## src/hdl/tkh_pkg.sv

```systemverilog
// Shared types and constants for the top-k min-heap block.
package tkh_pkg;

    localparam int unsigned CAPACITY_DEF = 8;
    localparam int unsigned VALUE_W      = 32;
    localparam int unsigned STATUS_W     = 3;
    localparam int unsigned COUNT_W      = 4;

    // Result status codes
    typedef enum logic [STATUS_W-1:0] {
        ST_LOADED   = 3'd0,
        ST_REPLACED = 3'd1,
        ST_REJECTED = 3'd2,
        ST_FULL     = 3'd3,
        ST_UNBUILT  = 3'd4
    } t_status;

    // Sequencer states
    typedef enum logic [2:0] {
        S_IDLE,
        S_BUILD,
        S_BFETCH,
        S_SRD,
        S_SCMP,
        S_DONE
    } t_state;

    // Result handed from the sequencer to the output stage
    typedef struct packed {
        logic                       done;
        t_status                    status;
        logic                       built;
        logic signed [VALUE_W-1:0]  root;
        logic [COUNT_W-1:0]         count;
    } t_res;

endpackage

```

## src/hdl/top_k_min_heap.sv

```systemverilog
// Top level of the top-k min-heap block: sequencer, store and result stage.
//
// Usage: present i_kind, i_value and i_load_last with start while busy is
// low; the item transfers at that clock edge and busy rises the next cycle.
// Each item gives exactly one result: o_done is high for one cycle with
// o_status, o_min_value and o_count; the receiver cannot hold it off.
// A load without last, a rejected offer or an offer to an unbuilt heap
// goes straight to the done state; an offer that replaces the root sifts
// down from the root, visiting at most floor(log2(CAPACITY)) + 1 nodes;
// a load with last builds the heap by sifting down every parent, from the
// last parent to the root. Each level of the sift-down loop reads both
// children from the store (registered read data) and writes one entry back.
// A new item may be started in the cycle o_done is high.
// Reset (synchronous, active low) empties the store, clears the built flag
// and idles the sequencer; store contents are not cleared.
module top_k_min_heap #(
    parameter int unsigned CAPACITY = tkh_pkg::CAPACITY_DEF
) (
    input  logic                               i_clk,
    input  logic                               i_rst_n,
    input  logic                               start,
    output logic                               busy,
    input  logic                               i_kind,
    input  logic signed [tkh_pkg::VALUE_W-1:0] i_value,
    input  logic                               i_load_last,
    output logic                               o_done,
    output logic [tkh_pkg::STATUS_W-1:0]       o_status,
    output logic signed [tkh_pkg::VALUE_W-1:0] o_min_value,
    output logic [tkh_pkg::COUNT_W-1:0]        o_count
);
    import tkh_pkg::*;

    localparam int unsigned IW = (CAPACITY > 1) ? $clog2(CAPACITY) : 1;

    logic                      we;
    logic [IW-1:0]             waddr;
    logic signed [VALUE_W-1:0] wdata;
    logic [IW-1:0]             raddr_a;
    logic [IW-1:0]             raddr_b;
    logic signed [VALUE_W-1:0] rdata_a;
    logic signed [VALUE_W-1:0] rdata_b;
    t_res                      res;

    logic                      r_done;
    logic [STATUS_W-1:0]       r_status;
    logic signed [VALUE_W-1:0] r_min;
    logic [COUNT_W-1:0]        r_count;

    tkh_ctrl #(
        .CAPACITY (CAPACITY),
        .IW       (IW)
    ) u_ctrl (
        .i_clk       (i_clk),
        .i_rst_n     (i_rst_n),
        .i_start     (start),
        .o_busy      (busy),
        .i_kind      (i_kind),
        .i_value     (i_value),
        .i_load_last (i_load_last),
        .o_we        (we),
        .o_waddr     (waddr),
        .o_wdata     (wdata),
        .o_raddr_a   (raddr_a),
        .o_raddr_b   (raddr_b),
        .i_rdata_a   (rdata_a),
        .i_rdata_b   (rdata_b),
        .o_res       (res)
    );

    tkh_mem #(
        .DEPTH (CAPACITY),
        .AW    (IW)
    ) u_mem (
        .i_clk     (i_clk),
        .i_we      (we),
        .i_waddr   (waddr),
        .i_wdata   (wdata),
        .i_raddr_a (raddr_a),
        .i_raddr_b (raddr_b),
        .o_rdata_a (rdata_a),
        .o_rdata_b (rdata_b)
    );

    // Result strobe
    always_ff @(posedge i_clk) begin
        if (!i_rst_n) begin
            r_done <= 1'b0;
        end else begin
            r_done <= res.done;
        end
    end

    // Result payload; the root reads as zero until the heap is built
    always_ff @(posedge i_clk) begin
        if (res.done) begin
            r_status <= res.status;
            r_min    <= res.built ? res.root : '0;
            r_count  <= res.count;
        end
    end

    assign o_done      = r_done;
    assign o_status    = r_status;
    assign o_min_value = r_min;
    assign o_count     = r_count;

endmodule

```

## src/hdl/tkh_mem.sv

```systemverilog
// Heap store: one write port, two read ports with registered read data.
module tkh_mem #(
    parameter int unsigned DEPTH = tkh_pkg::CAPACITY_DEF,
    parameter int unsigned AW    = (DEPTH > 1) ? $clog2(DEPTH) : 1
) (
    input  logic                              i_clk,
    input  logic                              i_we,
    input  logic [AW-1:0]                     i_waddr,
    input  logic signed [tkh_pkg::VALUE_W-1:0] i_wdata,
    input  logic [AW-1:0]                     i_raddr_a,
    input  logic [AW-1:0]                     i_raddr_b,
    output logic signed [tkh_pkg::VALUE_W-1:0] o_rdata_a,
    output logic signed [tkh_pkg::VALUE_W-1:0] o_rdata_b
);
    import tkh_pkg::*;

    logic signed [VALUE_W-1:0] r_mem [DEPTH];
    logic signed [VALUE_W-1:0] r_q_a;
    logic signed [VALUE_W-1:0] r_q_b;

    // Write one entry
    always_ff @(posedge i_clk) begin
        if (i_we) begin
            r_mem[i_waddr] <= i_wdata;
        end
    end

    // Register both read ports
    always_ff @(posedge i_clk) begin
        r_q_a <= r_mem[i_raddr_a];
        r_q_b <= r_mem[i_raddr_b];
    end

    assign o_rdata_a = r_q_a;
    assign o_rdata_b = r_q_b;

endmodule

```

## src/hdl/tkh_ctrl.sv

```systemverilog
// Sequencer for load, heap build and sift-down over the heap store.
module tkh_ctrl #(
    parameter int unsigned CAPACITY = tkh_pkg::CAPACITY_DEF,
    parameter int unsigned IW       = (CAPACITY > 1) ? $clog2(CAPACITY) : 1
) (
    input  logic                              i_clk,
    input  logic                              i_rst_n,
    input  logic                              i_start,
    output logic                              o_busy,
    input  logic                              i_kind,
    input  logic signed [tkh_pkg::VALUE_W-1:0] i_value,
    input  logic                              i_load_last,
    output logic                              o_we,
    output logic [IW-1:0]                     o_waddr,
    output logic signed [tkh_pkg::VALUE_W-1:0] o_wdata,
    output logic [IW-1:0]                     o_raddr_a,
    output logic [IW-1:0]                     o_raddr_b,
    input  logic signed [tkh_pkg::VALUE_W-1:0] i_rdata_a,
    input  logic signed [tkh_pkg::VALUE_W-1:0] i_rdata_b,
    output tkh_pkg::t_res                     o_res
);
    import tkh_pkg::*;

    localparam int unsigned CW = $clog2(CAPACITY + 1);
    localparam int unsigned KW = IW + 1;
    localparam int unsigned XW = ((KW > CW) ? KW : CW) + 1;
    localparam int unsigned PW = CW + COUNT_W;

    t_state                r_state, n_state;
    logic [CW-1:0]         r_count, n_count;
    logic                  r_built, n_built;
    logic                  r_bld,   n_bld;
    logic [IW-1:0]         r_node,  n_node;
    logic [CW-1:0]         r_idx,   n_idx;
    logic signed [VALUE_W-1:0] r_val,  n_val;
    logic signed [VALUE_W-1:0] r_root, n_root;
    t_status               r_status, n_status;

    logic                  accept;
    logic [CW-1:0]         eff_cnt;
    logic                  ld_room;
    logic [CW-1:0]         ld_cnt;
    logic                  off_ok;
    logic                  off_gt;
    logic [KW-1:0]         kid;
    logic [XW-1:0]         kid_x;
    logic [XW-1:0]         kid2_x;
    logic                  kid_in;
    logic                  kid2_in;
    logic                  pick_b;
    logic signed [VALUE_W-1:0] c_val;
    logic [IW-1:0]         c_idx;
    logic                  c_lt;
    logic [CW-1:0]         idx_dec;
    logic [PW-1:0]         cnt_x;

    // Shared decode
    assign accept  = i_start && (r_state == S_IDLE);
    assign eff_cnt = r_built ? '0 : r_count;
    assign ld_room = XW'(eff_cnt) < XW'(CAPACITY);
    assign ld_cnt  = ld_room ? eff_cnt + CW'(1) : eff_cnt;
    assign off_ok  = r_built && (r_count != '0);
    assign off_gt  = r_root < i_value;
    assign idx_dec = r_idx - CW'(1);

    // Children of the current node and the smaller of the two
    assign kid     = {r_node, 1'b1};
    assign kid_x   = XW'(kid);
    assign kid2_x  = kid_x + XW'(1);
    assign kid_in  = kid_x  < XW'(r_count);
    assign kid2_in = kid2_x < XW'(r_count);
    assign pick_b  = kid2_in && (i_rdata_b < i_rdata_a);
    assign c_val   = pick_b ? i_rdata_b : i_rdata_a;
    assign c_idx   = pick_b ? kid2_x[IW-1:0] : kid[IW-1:0];
    assign c_lt    = c_val < r_val;

    // Next state
    always_comb begin
        n_state = r_state;
        case (r_state)
            S_IDLE: begin
                if (accept) begin
                    if (!i_kind) begin
                        n_state = i_load_last ? S_BUILD : S_DONE;
                    end else if (off_ok && off_gt) begin
                        n_state = S_SRD;
                    end else begin
                        n_state = S_DONE;
                    end
                end
            end
            S_BUILD:  n_state = (r_idx == '0) ? S_DONE : S_BFETCH;
            S_BFETCH: n_state = S_SRD;
            S_SRD: begin
                if (kid_in) begin
                    n_state = S_SCMP;
                end else begin
                    n_state = r_bld ? S_BUILD : S_DONE;
                end
            end
            S_SCMP: begin
                if (c_lt) begin
                    n_state = S_SRD;
                end else begin
                    n_state = r_bld ? S_BUILD : S_DONE;
                end
            end
            S_DONE:   n_state = S_IDLE;
            default:  n_state = S_IDLE;
        endcase
    end

    // Datapath and store access
    always_comb begin
        n_count   = r_count;
        n_built   = r_built;
        n_bld     = r_bld;
        n_node    = r_node;
        n_idx     = r_idx;
        n_val     = r_val;
        n_root    = r_root;
        n_status  = r_status;
        o_we      = 1'b0;
        o_waddr   = r_node;
        o_wdata   = r_val;
        o_raddr_a = kid[IW-1:0];
        o_raddr_b = kid2_in ? kid2_x[IW-1:0] : kid[IW-1:0];
        case (r_state)
            S_IDLE: begin
                if (accept) begin
                    if (!i_kind) begin
                        // Append; a load after the build starts a new store
                        n_built = 1'b0;
                        n_bld   = 1'b1;
                        n_count = ld_cnt;
                        n_idx   = ld_cnt >> 1;
                        if (ld_room) begin
                            o_we     = 1'b1;
                            o_waddr  = eff_cnt[IW-1:0];
                            o_wdata  = i_value;
                            n_status = ST_LOADED;
                        end else begin
                            n_status = ST_FULL;
                        end
                    end else begin
                        n_bld  = 1'b0;
                        n_val  = i_value;
                        n_node = '0;
                        if (!off_ok) begin
                            n_status = ST_UNBUILT;
                        end else if (off_gt) begin
                            n_status = ST_REPLACED;
                        end else begin
                            n_status = ST_REJECTED;
                        end
                    end
                end
            end
            S_BUILD: begin
                // Finish the build or fetch the next parent
                if (r_idx == '0) begin
                    n_built = 1'b1;
                end else begin
                    n_idx     = idx_dec;
                    n_node    = idx_dec[IW-1:0];
                    o_raddr_a = idx_dec[IW-1:0];
                end
            end
            S_BFETCH: begin
                n_val = i_rdata_a;
            end
            S_SRD: begin
                // Leaf reached: drop the carried value into the hole
                if (!kid_in) begin
                    o_we = 1'b1;
                end
            end
            S_SCMP: begin
                // Move the smaller child up, or settle the carried value
                o_we = 1'b1;
                if (c_lt) begin
                    o_wdata = c_val;
                    n_node  = c_idx;
                end
            end
            default: begin
            end
        endcase
        // Track the root entry alongside the store
        if (o_we && (o_waddr == '0)) begin
            n_root = o_wdata;
        end
    end

    // Control registers
    always_ff @(posedge i_clk) begin
        if (!i_rst_n) begin
            r_state <= S_IDLE;
            r_count <= '0;
            r_built <= 1'b0;
            r_bld   <= 1'b0;
            r_idx   <= '0;
        end else begin
            r_state <= n_state;
            r_count <= n_count;
            r_built <= n_built;
            r_bld   <= n_bld;
            r_idx   <= n_idx;
        end
    end

    // Payload registers
    always_ff @(posedge i_clk) begin
        r_node   <= n_node;
        r_val    <= n_val;
        r_root   <= n_root;
        r_status <= n_status;
    end

    assign cnt_x = PW'(r_count);
    assign o_busy = (r_state != S_IDLE);

    always_comb begin
        o_res.done   = (r_state == S_DONE);
        o_res.status = r_status;
        o_res.built  = r_built;
        o_res.root   = r_root;
        o_res.count  = cnt_x[COUNT_W-1:0];
    end

endmodule

```

## config.mk

```make
export PLATFORM = sky130hd
export DESIGN_NAME = top_k_min_heap
export DESIGN_NICKNAME = d
export VERILOG_FILES = /design/src/hdl/tkh_pkg.sv /design/src/hdl/top_k_min_heap.sv /design/src/hdl/tkh_mem.sv /design/src/hdl/tkh_ctrl.sv
export SDC_FILE = /design/constraint.sdc
export NUM_CORES = 1
export LEC_CHECK = 0
export BUFFER_PORTS_ARGS = -buffer_cell sky130_fd_sc_hd__buf_2
export CAP_MARGIN = 20
export CELL_PAD_IN_SITES_DETAIL_PLACEMENT = 0
export CELL_PAD_IN_SITES_GLOBAL_PLACEMENT = 1
export CORE_ASPECT_RATIO = 0.75
export CORE_UTILIZATION = 45
export CTS_CLUSTER_SIZE = 14
export DETAILED_ROUTE_END_ITERATION = 8
export GPL_ROUTABILITY_DRIVEN = 0
export PLACE_DENSITY_LB_ADDON = 0.1
export SYNTH_ARGS = -nofsm -noshare
export SYNTH_HDL_FRONTEND = slang
export SYNTH_HIERARCHICAL = 1
export SYNTH_SLANG_ARGS = --single-unit
```

## constraint.sdc

```tcl
create_clock -name i_clk -period 7.5 [get_ports i_clk]
set_input_delay 0.375 -clock i_clk [delete_from_list [all_inputs] [get_ports i_clk]]
set_output_delay 0.375 -clock i_clk [all_outputs]
set_load 0.03 [all_outputs]
```

==> flow_summary.yaml, run 1 <==
sta:
  rsz0062_at_grt: "false"
  fin_crit_ps: 6710
  fmax_ghz: 0.149
  tightest_slew_ps: 1080
  drv_slew: 0
  relSlewSlack_pct: 27.6
  hold_viol_final: 0
  tns_ps: 0
  clock_skew_ps: 15.2
  timing.final.setup_violations: 0
  fin_crit_sh_pct: 89.5
run:
  drv_cap: 0
worst_setup_path:
  cp_data_arrival_time_ps: 6960
  rrSetupSlack_ps: 790
  crit_path_start_kind: "flip-flop"
  r2r-start: "u_ctrl/r_node[0]"
  r2r_end: "u_ctrl/r_node[0]"
  critPathKind: "reg -> reg"
  end_kind: "flip-flop"
  critPathMaxFanout: 37
  rr_worst_depth: 21
  critPathRequiredTime_ps: 7750
finish:
  fin_cells: 2267
  syn2layout_area_growth_pct: 12.7
  layout-drive-gt1-share_pct: 23.5
  final_common_cell: "edfxtp_1"
  fin_nets: 1726
  mostFrequentLayoutCells: "edfxtp_1 (365), inv_1 (124), nand2_1 (111)"
clock_network:
  htreeDepth: 2
  cts.path.max_buffers: 3
  cts_made_buffers: 48
  root_buffer: "clkbuf_16"
  cts_tree: "done"
  ctsHoldBuffers: 0
  postCtsSetupBuffers: 0
  clkSinkCount: 443
  path_clk_slew_ps: 60
  clk_latency_ps: 590
  cts_resized: 0
drt:
  wl_um: 60300
  drt_pass1_iterations: 5
  postRouteAntennaNets: 0
  vias_per_cell: 5.87
  drtIter0Drc: 1209
  drcViolationCount: 0
  routed-via-count: 13300
  wire_per_inst_um: 26.6
floorplanning:
  row_count: 69
  core_area_um2: 47700
  die_y_um: 193
  die_width_um: 257
  dieArea_um2: 49500
  boundaryPins: 78
  start_util_pct: 45.9
yosys:
  synth_area_leaders: "edfxtp_1 (50%), mux4_1 (9.6%), dfxtp_1 (7.1%)"
  synth.mux.area_fraction_pct: 18.7
  synth_edf_count: 365
  synth_xor_area_share_pct: 0.120
  synth_top_family_by_area: "multiplexers"
  synth_compound_area_share_pct: 7.59
  syn_nets: 1629
  ys_async_sr_fraction_pct: 0
  ys_seq_elements: 443
  synth_flop_cell: "edfxtp_1"
  synth-simple-area-share_pct: 6.44
  synth_top_area_share_pct: 50.1
  synth_cells: 1490
  syn_area_um2: 21900
  avgSynthCellArea_um2: 14.7
  synthAdderAreaFrac_pct: 5.83
  ys_types: 70
  yosysTopAreaCell: "edfxtp_1"
  synth_warnings: 6
  ys_seq_area_share_pct: 57.2
placed_design:
  placed_cells: 2175
  placement.io_buffers: 77
  hpwlAfterDp_um: 39700
grt:
  antenna_found_initial: 3
  grt_max_degree: 64
  grt_overflow: 0
  grt_pass1_wl_um: 87000
  grt_util_all_layers_pct: 24.5
  grt_pass1_vias: 12800
hold_path:
  hold_start: "i_rst_n"
  hold_depth: 2
  hold_class: "in -> reg"
  hold-path-endpoint: "u_ctrl/r_idx[1]"
outcome:
  status: "complete, no violations"
power:
  p_per_area_nw_per_um2: 522
  ir_drop_v: 0.000409
  p_leak_nw: 9.29
  total_power_mw: 12.9
## state kept, by name (all words and copies together), names as in the netlist, 4 cells and up
register         count
u_ctrl/r_idx         4
u_mem/o_rdata_a     32
u_ctrl/r_root       32
u_ctrl/r_count       4
u_ctrl/r_val        32
o_count              4
u_mem/o_rdata_b     32
u_mem/r_mem        256
o_min_value         32
## critical path, cell delays in order (launching register included)
cell and delay, ps:
edfxtp_1 540, ha_1 400, ha_1 280, o21ai_0 90
nand2b_1 80, a21oi_1 180, and2_0 410, and3_2 890
mux2i_1 370, inv_1 70, ha_1 290, and4_1 200
nand3_1 120, nor4_1 520, nor3b_1 260, a211o_1 130
a221o_1 190, a31oi_1 120, nor2_2 510, buf_4 310
nor2_1 70, nor3_1 320
## area by class of cell
type	instances	area, µm²
Clock buffer	62	1290
Inverter	125	470
Clock inverter	28	238
Timing Repair Buffer	122	743
Sequential cell	443	12500
Antenna cell	1	2.50
Multi-Input combinational cell	847	8600
Tap cell	639	800
Fill cell	4071	23000
## metrics by stage
stage               util [%]  instance area (µm²)  setup WS [ps]  hold slack, ps
detailed placement      48.5                23100            743             405
finish                  51.8                24700            786             144
CTS                     51.7                24600            721             114
global route            51.8                24700           80.8             138
global placement        48.5                23100            879             404
floorplan                  -                21900           1850             400
## power by group
group / internal [mW] / total [mW] / leakage (nW) / switching [mW]
registers: 3.74 / 4.13 / 3.98 / 0.394
clock network: 1.30 / 2.29 / 0.742 / 0.995
logic: 2.70 / 6.45 / 4.57 / 3.74
total: 7.74 / 12.9 / 9.29 / 5.13
## cell usage after synthesis (all sizes together) (15+ instances only)
cell type,number
a21oi,41
a221o,18
a22oi,15
and2,40
buf,42
clkbuf,33
dfxtp,78
edfxtp,365
ha,102
inv,125
mux2,66
mux2i,17
mux4,128
nand2,113
nor2,36
nor3,15
o21ai,99
o22ai,19
o311ai,15
## routing by layer
metal,share of wire (%),track usage [%]
met1,51,39.4
met3,8.2,6.01
met2,39,32.4
met4,1.8,5.95
met5,0,0
## logic make-up after synthesis
kind of cell    Yosys count
flops                   443
simple gates            277
compound gates          254
mux                     211
buf+inv                 200
fa+ha+maj               102
xor+xnor                  3
## how the worst max path moves through the flow
stage,from,to,slack [ps],depth (start not counted)
floorplan,u_ctrl/r_state[1],u_ctrl/r_root[0],1850,6
global placement,u_ctrl/r_node[0],u_ctrl/r_node[0],880,21
detailed placement,u_ctrl/r_node[0],u_ctrl/r_node[0],740,21
CTS,u_ctrl/r_node[0],u_ctrl/r_node[1],720,21
global route,u_ctrl/r_node[0],u_ctrl/r_node[1],80,21
finish,u_ctrl/r_node[0],u_ctrl/r_node[0],790,21
Note: power is estimated with default switching activity, not from simulation.
==> run 2, diff against run 1 <==
--- a/config.mk
+++ b/config.mk
@@ -5,7 +5,6 @@
 export SDC_FILE = /design/constraint.sdc
 export NUM_CORES = 1
 export LEC_CHECK = 0
-export BUFFER_PORTS_ARGS = -buffer_cell sky130_fd_sc_hd__buf_2
 export CAP_MARGIN = 20
 export CELL_PAD_IN_SITES_DETAIL_PLACEMENT = 0
 export CELL_PAD_IN_SITES_GLOBAL_PLACEMENT = 1
@@ -13,8 +12,10 @@
 export CORE_UTILIZATION = 45
 export CTS_CLUSTER_SIZE = 14
 export DETAILED_ROUTE_END_ITERATION = 8
+export DONT_BUFFER_PORTS = 1
 export GPL_ROUTABILITY_DRIVEN = 0
 export PLACE_DENSITY_LB_ADDON = 0.1
+export SLEW_MARGIN = 20
 export SYNTH_ARGS = -nofsm -noshare
 export SYNTH_HDL_FRONTEND = slang
 export SYNTH_HIERARCHICAL = 1
==> flow_summary.yaml, run 2 (synthesis results as in run 1) <==
power:
  p_leak_nw: 8.98
  ir_drop_v: 0.000562
  p_per_area_nw_per_um2: 532
worst_setup_path:
  critPathKind: "reg -> reg"
  end_kind: "flip-flop"
  cp_data_arrival_time_ps: 7280
  critPathRequiredTime_ps: 7950
  crit_path_start_kind: "flip-flop"
  critPathMaxFanout: 32
drt:
  drt_pass1_iterations: 5
  wl_um: 60800
  postRouteAntennaNets: 0
  drcViolationCount: 0
  wire_per_inst_um: 27.8
  routed-via-count: 13200
  vias_per_cell: 6.05
  drtIter0Drc: 1469
floorplanning:
  row_count: 69
  start_util_pct: 45.9
  die_width_um: 257
  dieArea_um2: 49500
  boundaryPins: 78
  die_y_um: 193
  core_area_um2: 47700
run:
  drv_cap: 0
finish:
  fin_nets: 1649
  utilization_pct: 51.0
  largest_register: "u_mem/r_mem"
  largest_reg_flops: 256
  fillers: 3970
  final_common_cell: "edfxtp_1"
  mostFrequentLayoutCells: "edfxtp_1 (365), inv_1 (124), nand2_1 (111)"
  syn2layout_area_growth_pct: 11.1
  layout-drive-gt1-share_pct: 19.3
sta:
  drv_slew: 0
  fmax_ghz: 0.146
  clock_skew_ps: 31.5
  hold_viol_final: 0
  hold_ws_ps: 29.8
  fin_crit_ps: 6830
  tns_ps: 0
  fin_ws_ps: 672
  tightest_slew_ps: 1170
  timing.final.setup_violations: 0
  fin_crit_sh_pct: 91.0
  relSlewSlack_pct: 22.3
  rsz0062_at_grt: "false"
clock_network:
  postCtsSetupBuffers: 0
  clk_latency_ps: 610
  cts_tree: "done"
  root_buffer: "clkbuf_16"
  clkSinkCount: 443
  path_clk_slew_ps: 70
  cts_made_buffers: 47
  cts.path.max_buffers: 3
  htreeDepth: 2
grt:
  antenna_found_initial: 4
  grt_util_all_layers_pct: 24.6
  grt_pass1_wl_um: 87800
  grt_pass1_vias: 12600
  grt_overflow: 0
  grt_max_degree: 65
placed_design:
  placement.io_buffers: 0
  post-place-ws_ps: 706
  hpwlAfterDp_um: 39200
outcome:
  status: "complete, no violations"
hold_path:
  hold_class: "in -> reg"
run 2: cell types whose count changed in the layout (fill, tap and decap cells not counted), sizes merged:
cell         before  now
buf             122   43
bufinv            2    5
dlygate4sd3       0    3
clkbuf           62   60
inv             126  124
clkinv           20   19
clkinvlp          5    4
run 2: metrics by stage:
stage | total power [mW] | cell area [µm²] | instances
after floorplan | 8.52 | 21900 | 1490
after global placement | 10.5 | 22700 | 2095
after detailed placement | 10.5 | 22700 | 2096
after CTS | 12.9 | 24300 | 2186
after global routing | 13.6 | 24300 | 2187
final | 12.9 | 24300 | 2188
run 2: path summary, 6_finish.rpt:
path	startpoint	to	slack, ps	depth (start not counted)
worst max-delay path	u_ctrl/r_node[0]	u_mem/r_mem[3][17]	670	22
worst min-delay path	i_kind	u_ctrl/r_status[1]	30	1
worst max register to register	u_ctrl/r_node[0]	u_mem/r_mem[3][17]	670	22
worst min register to register	u_ctrl/r_status[2]	o_status[2]	420	0
run 2: power breakdown:
part	switching (mW)	internal (mW)	leakage, nW	total (mW)
Sequential	0.434	3.74	3.98	4.17
Clock	0.991	1.37	0.750	2.36
Combinational	3.75	2.65	4.25	6.40
run 2: area by class of cell:
cell class / instances / area [µm²] / area share [%]
flip-flops and latches: 443 / 12500 / 51.5
well taps: 639 / 800 / 3.29
diodes: 1 / 2.50 / 0.0103
multi-input cells: 847 / 8590 / 35.3
inverters: 125 / 470 / 1.94
clock buffers: 60 / 1260 / 5.20
clock inverters: 27 / 292 / 1.20
repair buffers: 46 / 365 / 1.50
run 2: worst max-delay path, cell delays in order, from the launching register on:
cell	delay (ps)
edfxtp_1	550
ha_1	400
ha_1	280
o21ai_0	80
nand2b_1	80
a21oi_1	180
and2_0	450
and3_2	890
mux2i_1	370
inv_1	80
ha_1	300
and4_1	190
nand3_1	140
nor4_1	480
nor3b_1	250
a211o_1	130
a221o_1	170
a31oi_1	110
nor2_2	650
buf_4	350
nand2_1	70
o311ai_1	190
buf_4	270
run 2: per-layer routing:
| metal | vias to the layer above | global-route usage, % | routed length, µm |
|---|---|---|---|
| li1 | 5882 | - | - |
| met1 | 6794 | 39.5 | 30700 |
| met3 | 68 | 4.25 | 4280 |
| met2 | 498 | 34.4 | 24700 |
| met4 | 0 | 5.88 | 1090 |
| met5 | - | 0 | 0 |
run 2: repair_timing:
action | 4_1_cts | 5_1_grt
endpoints found under the hold margin | 15 | 0
hold buffers | 3 | 0
endpoints found under the setup margin | 0 | 0
gates resized for setup | 0 | 0
==> run 3, diff against run 2 <==
==> constraint.sdc (replaced) <==
create_clock -name i_clk -period 7.2 [get_ports i_clk]
set_input_delay 0.36 -clock i_clk [delete_from_list [all_inputs] [get_ports i_clk]]
set_output_delay 0.36 -clock i_clk [all_outputs]
set_load 0.03 [all_outputs]
==> flow_summary.yaml, run 3 (synthesis results as in run 1) <==
sta:
  timing.final.setup_violations: 0
  clock_skew_ps: 18.5
  fin_crit_ps: 6870
  tightest_slew_ps: 1040
  hold_viol_final: 0
  fin_crit_sh_pct: 95.4
  fmax_ghz: 0.146
  relSlewSlack_pct: 30.3
  tns_ps: 0
  rsz0062_at_grt: "false"
  hold_ws_ps: 26.2
  drv_slew: 0
drt:
  wire_per_inst_um: 27.5
  postRouteAntennaNets: 0
  routed-via-count: 13300
  drt_pass1_iterations: 5
  drcViolationCount: 0
  vias_per_cell: 6.07
  drtIter0Drc: 1476
  wl_um: 60000
clock_network:
  htreeDepth: 2
  root_buffer: "clkbuf_16"
  cts.path.max_buffers: 3
  cts_tree: "done"
  path_clk_slew_ps: 60
  cts_made_buffers: 46
  clk_latency_ps: 590
  clkSinkCount: 443
  postCtsSetupBuffers: 0
worst_setup_path:
  crit_path_start_kind: "flip-flop"
  end_kind: "flip-flop"
  rrSetupSlack_ps: 330
  rr_worst_depth: 22
  critPathRequiredTime_ps: 7640
  critPathSlowestCell: "and3_2"
  critPathKind: "reg -> reg"
  slowest_delay_ps: 850
  cp_data_arrival_time_ps: 7310
  worstPathBufferInverterCount: 4
  crit_cells: 22
  path_delay_family: "simple AND/OR/NAND/NOR gates"
  cp_cell_sequence: "inv_1 -> ha_1 -> nand4_1 -> nor4_1 -> o21ai_1 -> a31o_1 -> nand3_1 -> and3_2 -> mux2i_1 -> inv_1 -> ha_1 -> and4_1 -> nand3_1 -> nor4_1 -> nor3b_1 -> a211o_1 -> a221o_1 -> a2111oi_4 -> nor2_2 -> buf_4 -> o311ai_1 -> buf_4"
  critPathMaxFanout: 38
floorplanning:
  row_count: 69
  core_area_um2: 47700
  dieArea_um2: 49500
  start_util_pct: 45.9
  boundaryPins: 78
  die_y_um: 193
  die_width_um: 257
finish:
  layout-drive-gt1-share_pct: 18.8
  largest_register: "u_mem/r_mem"
  diodes: 0
  multiInputGateArea_um2: 8590
  fin_nets: 1647
  final_common_cell: "edfxtp_1"
  syn2layout_area_growth_pct: 10.4
  fillers: 4007
  mostFrequentLayoutCells: "edfxtp_1 (365), inv_1 (124), nand2_1 (110)"
  seq_area_um2: 12500
  largest_reg_flops: 256
power:
  combPwrFrac_pct: 49.7
  internal_power_mw: 7.93
  p_leak_nw: 8.93
  total_power_mw: 13.2
  power_frac_seq_pct: 33.0
  switchingPower_mw: 5.30
  p_sw_share_pct: 40.1
  pwr-share-clk_pct: 17.2
  p_per_area_nw_per_um2: 547
  ir_drop_v: 0.000417
grt:
  grt_pass1_wl_um: 87000
  grt_pass1_vias: 12800
  grt_max_degree: 64
  grt_overflow: 0
  grt_util_all_layers_pct: 24.3
  antenna_found_initial: 0
placed_design:
  hpwlAfterDp_um: 39500
  placement.io_buffers: 0
run:
  drv_cap: 0
hold_path:
  hold_depth: 1
  hold_class: "in -> reg"
outcome:
  status: "complete, no violations"
run 3: stage by stage:
step | worst slack (ps) | utilization, % | cells | instance area (µm²)
floorplan | 1550 | - | 1490 | 21900
global placement | 423 | 47.7 | 2096 | 22700
detailed placement | 409 | 47.7 | 2096 | 22700
CTS | 350 | 50.7 | 2185 | 24200
global route | 49.5 | 50.7 | 2185 | 24200
finish | 330 | 50.7 | 2185 | 24200
run 3: what timing repair did:
item	4_1_cts	5_1_grt
endpoints found under the setup margin	0	0
hold buffers	3	0
gates resized for setup	0	0
endpoints found under the hold margin	16	0
run 3: per-layer routing:
layer | track usage [%] | vias up | routed length, µm
met3 | 5.40 | 66 | 4860
met5 | 0 | - | 0
met2 | 33.9 | 564 | 24200
li1 | - | 5892 | -
met1 | 38.5 | 6731 | 30100
met4 | 5.20 | 0 | 820
run 3: cell type report:
| cell class | count | area share [%] |
|---|---|---|
| Clock inverter | 20 | 0.580 |
| Timing Repair Buffer | 45 | 1.48 |
| Sequential cell | 443 | 51.8 |
| Clock buffer | 66 | 5.33 |
| Multi-Input combinational cell | 847 | 35.6 |
| Inverter | 125 | 1.95 |
| Tap cell | 639 | 3.31 |
run 3: power groups by stage:
stage / Sequential, mW / Combinational (mW) / Clock, mW
floorplan: 4.21 / 4.67 / 0
global placement: 4.40 / 6.48 / 0
detailed placement: 4.40 / 6.50 / 0
CTS: 4.36 / 6.55 / 2.33
global route: 4.43 / 7.12 / 2.42
finish: 4.37 / 6.58 / 2.28
run 3: final timing paths:
kind                            start                 end
setup reg to reg  u_mem/o_rdata_a[26]  u_mem/r_mem[5][17]
hold reg to reg    u_ctrl/r_status[2]         o_status[2]
hold / removal                 i_kind  u_ctrl/r_status[0]
setup / recovery  u_mem/o_rdata_a[26]  u_mem/r_mem[5][17]
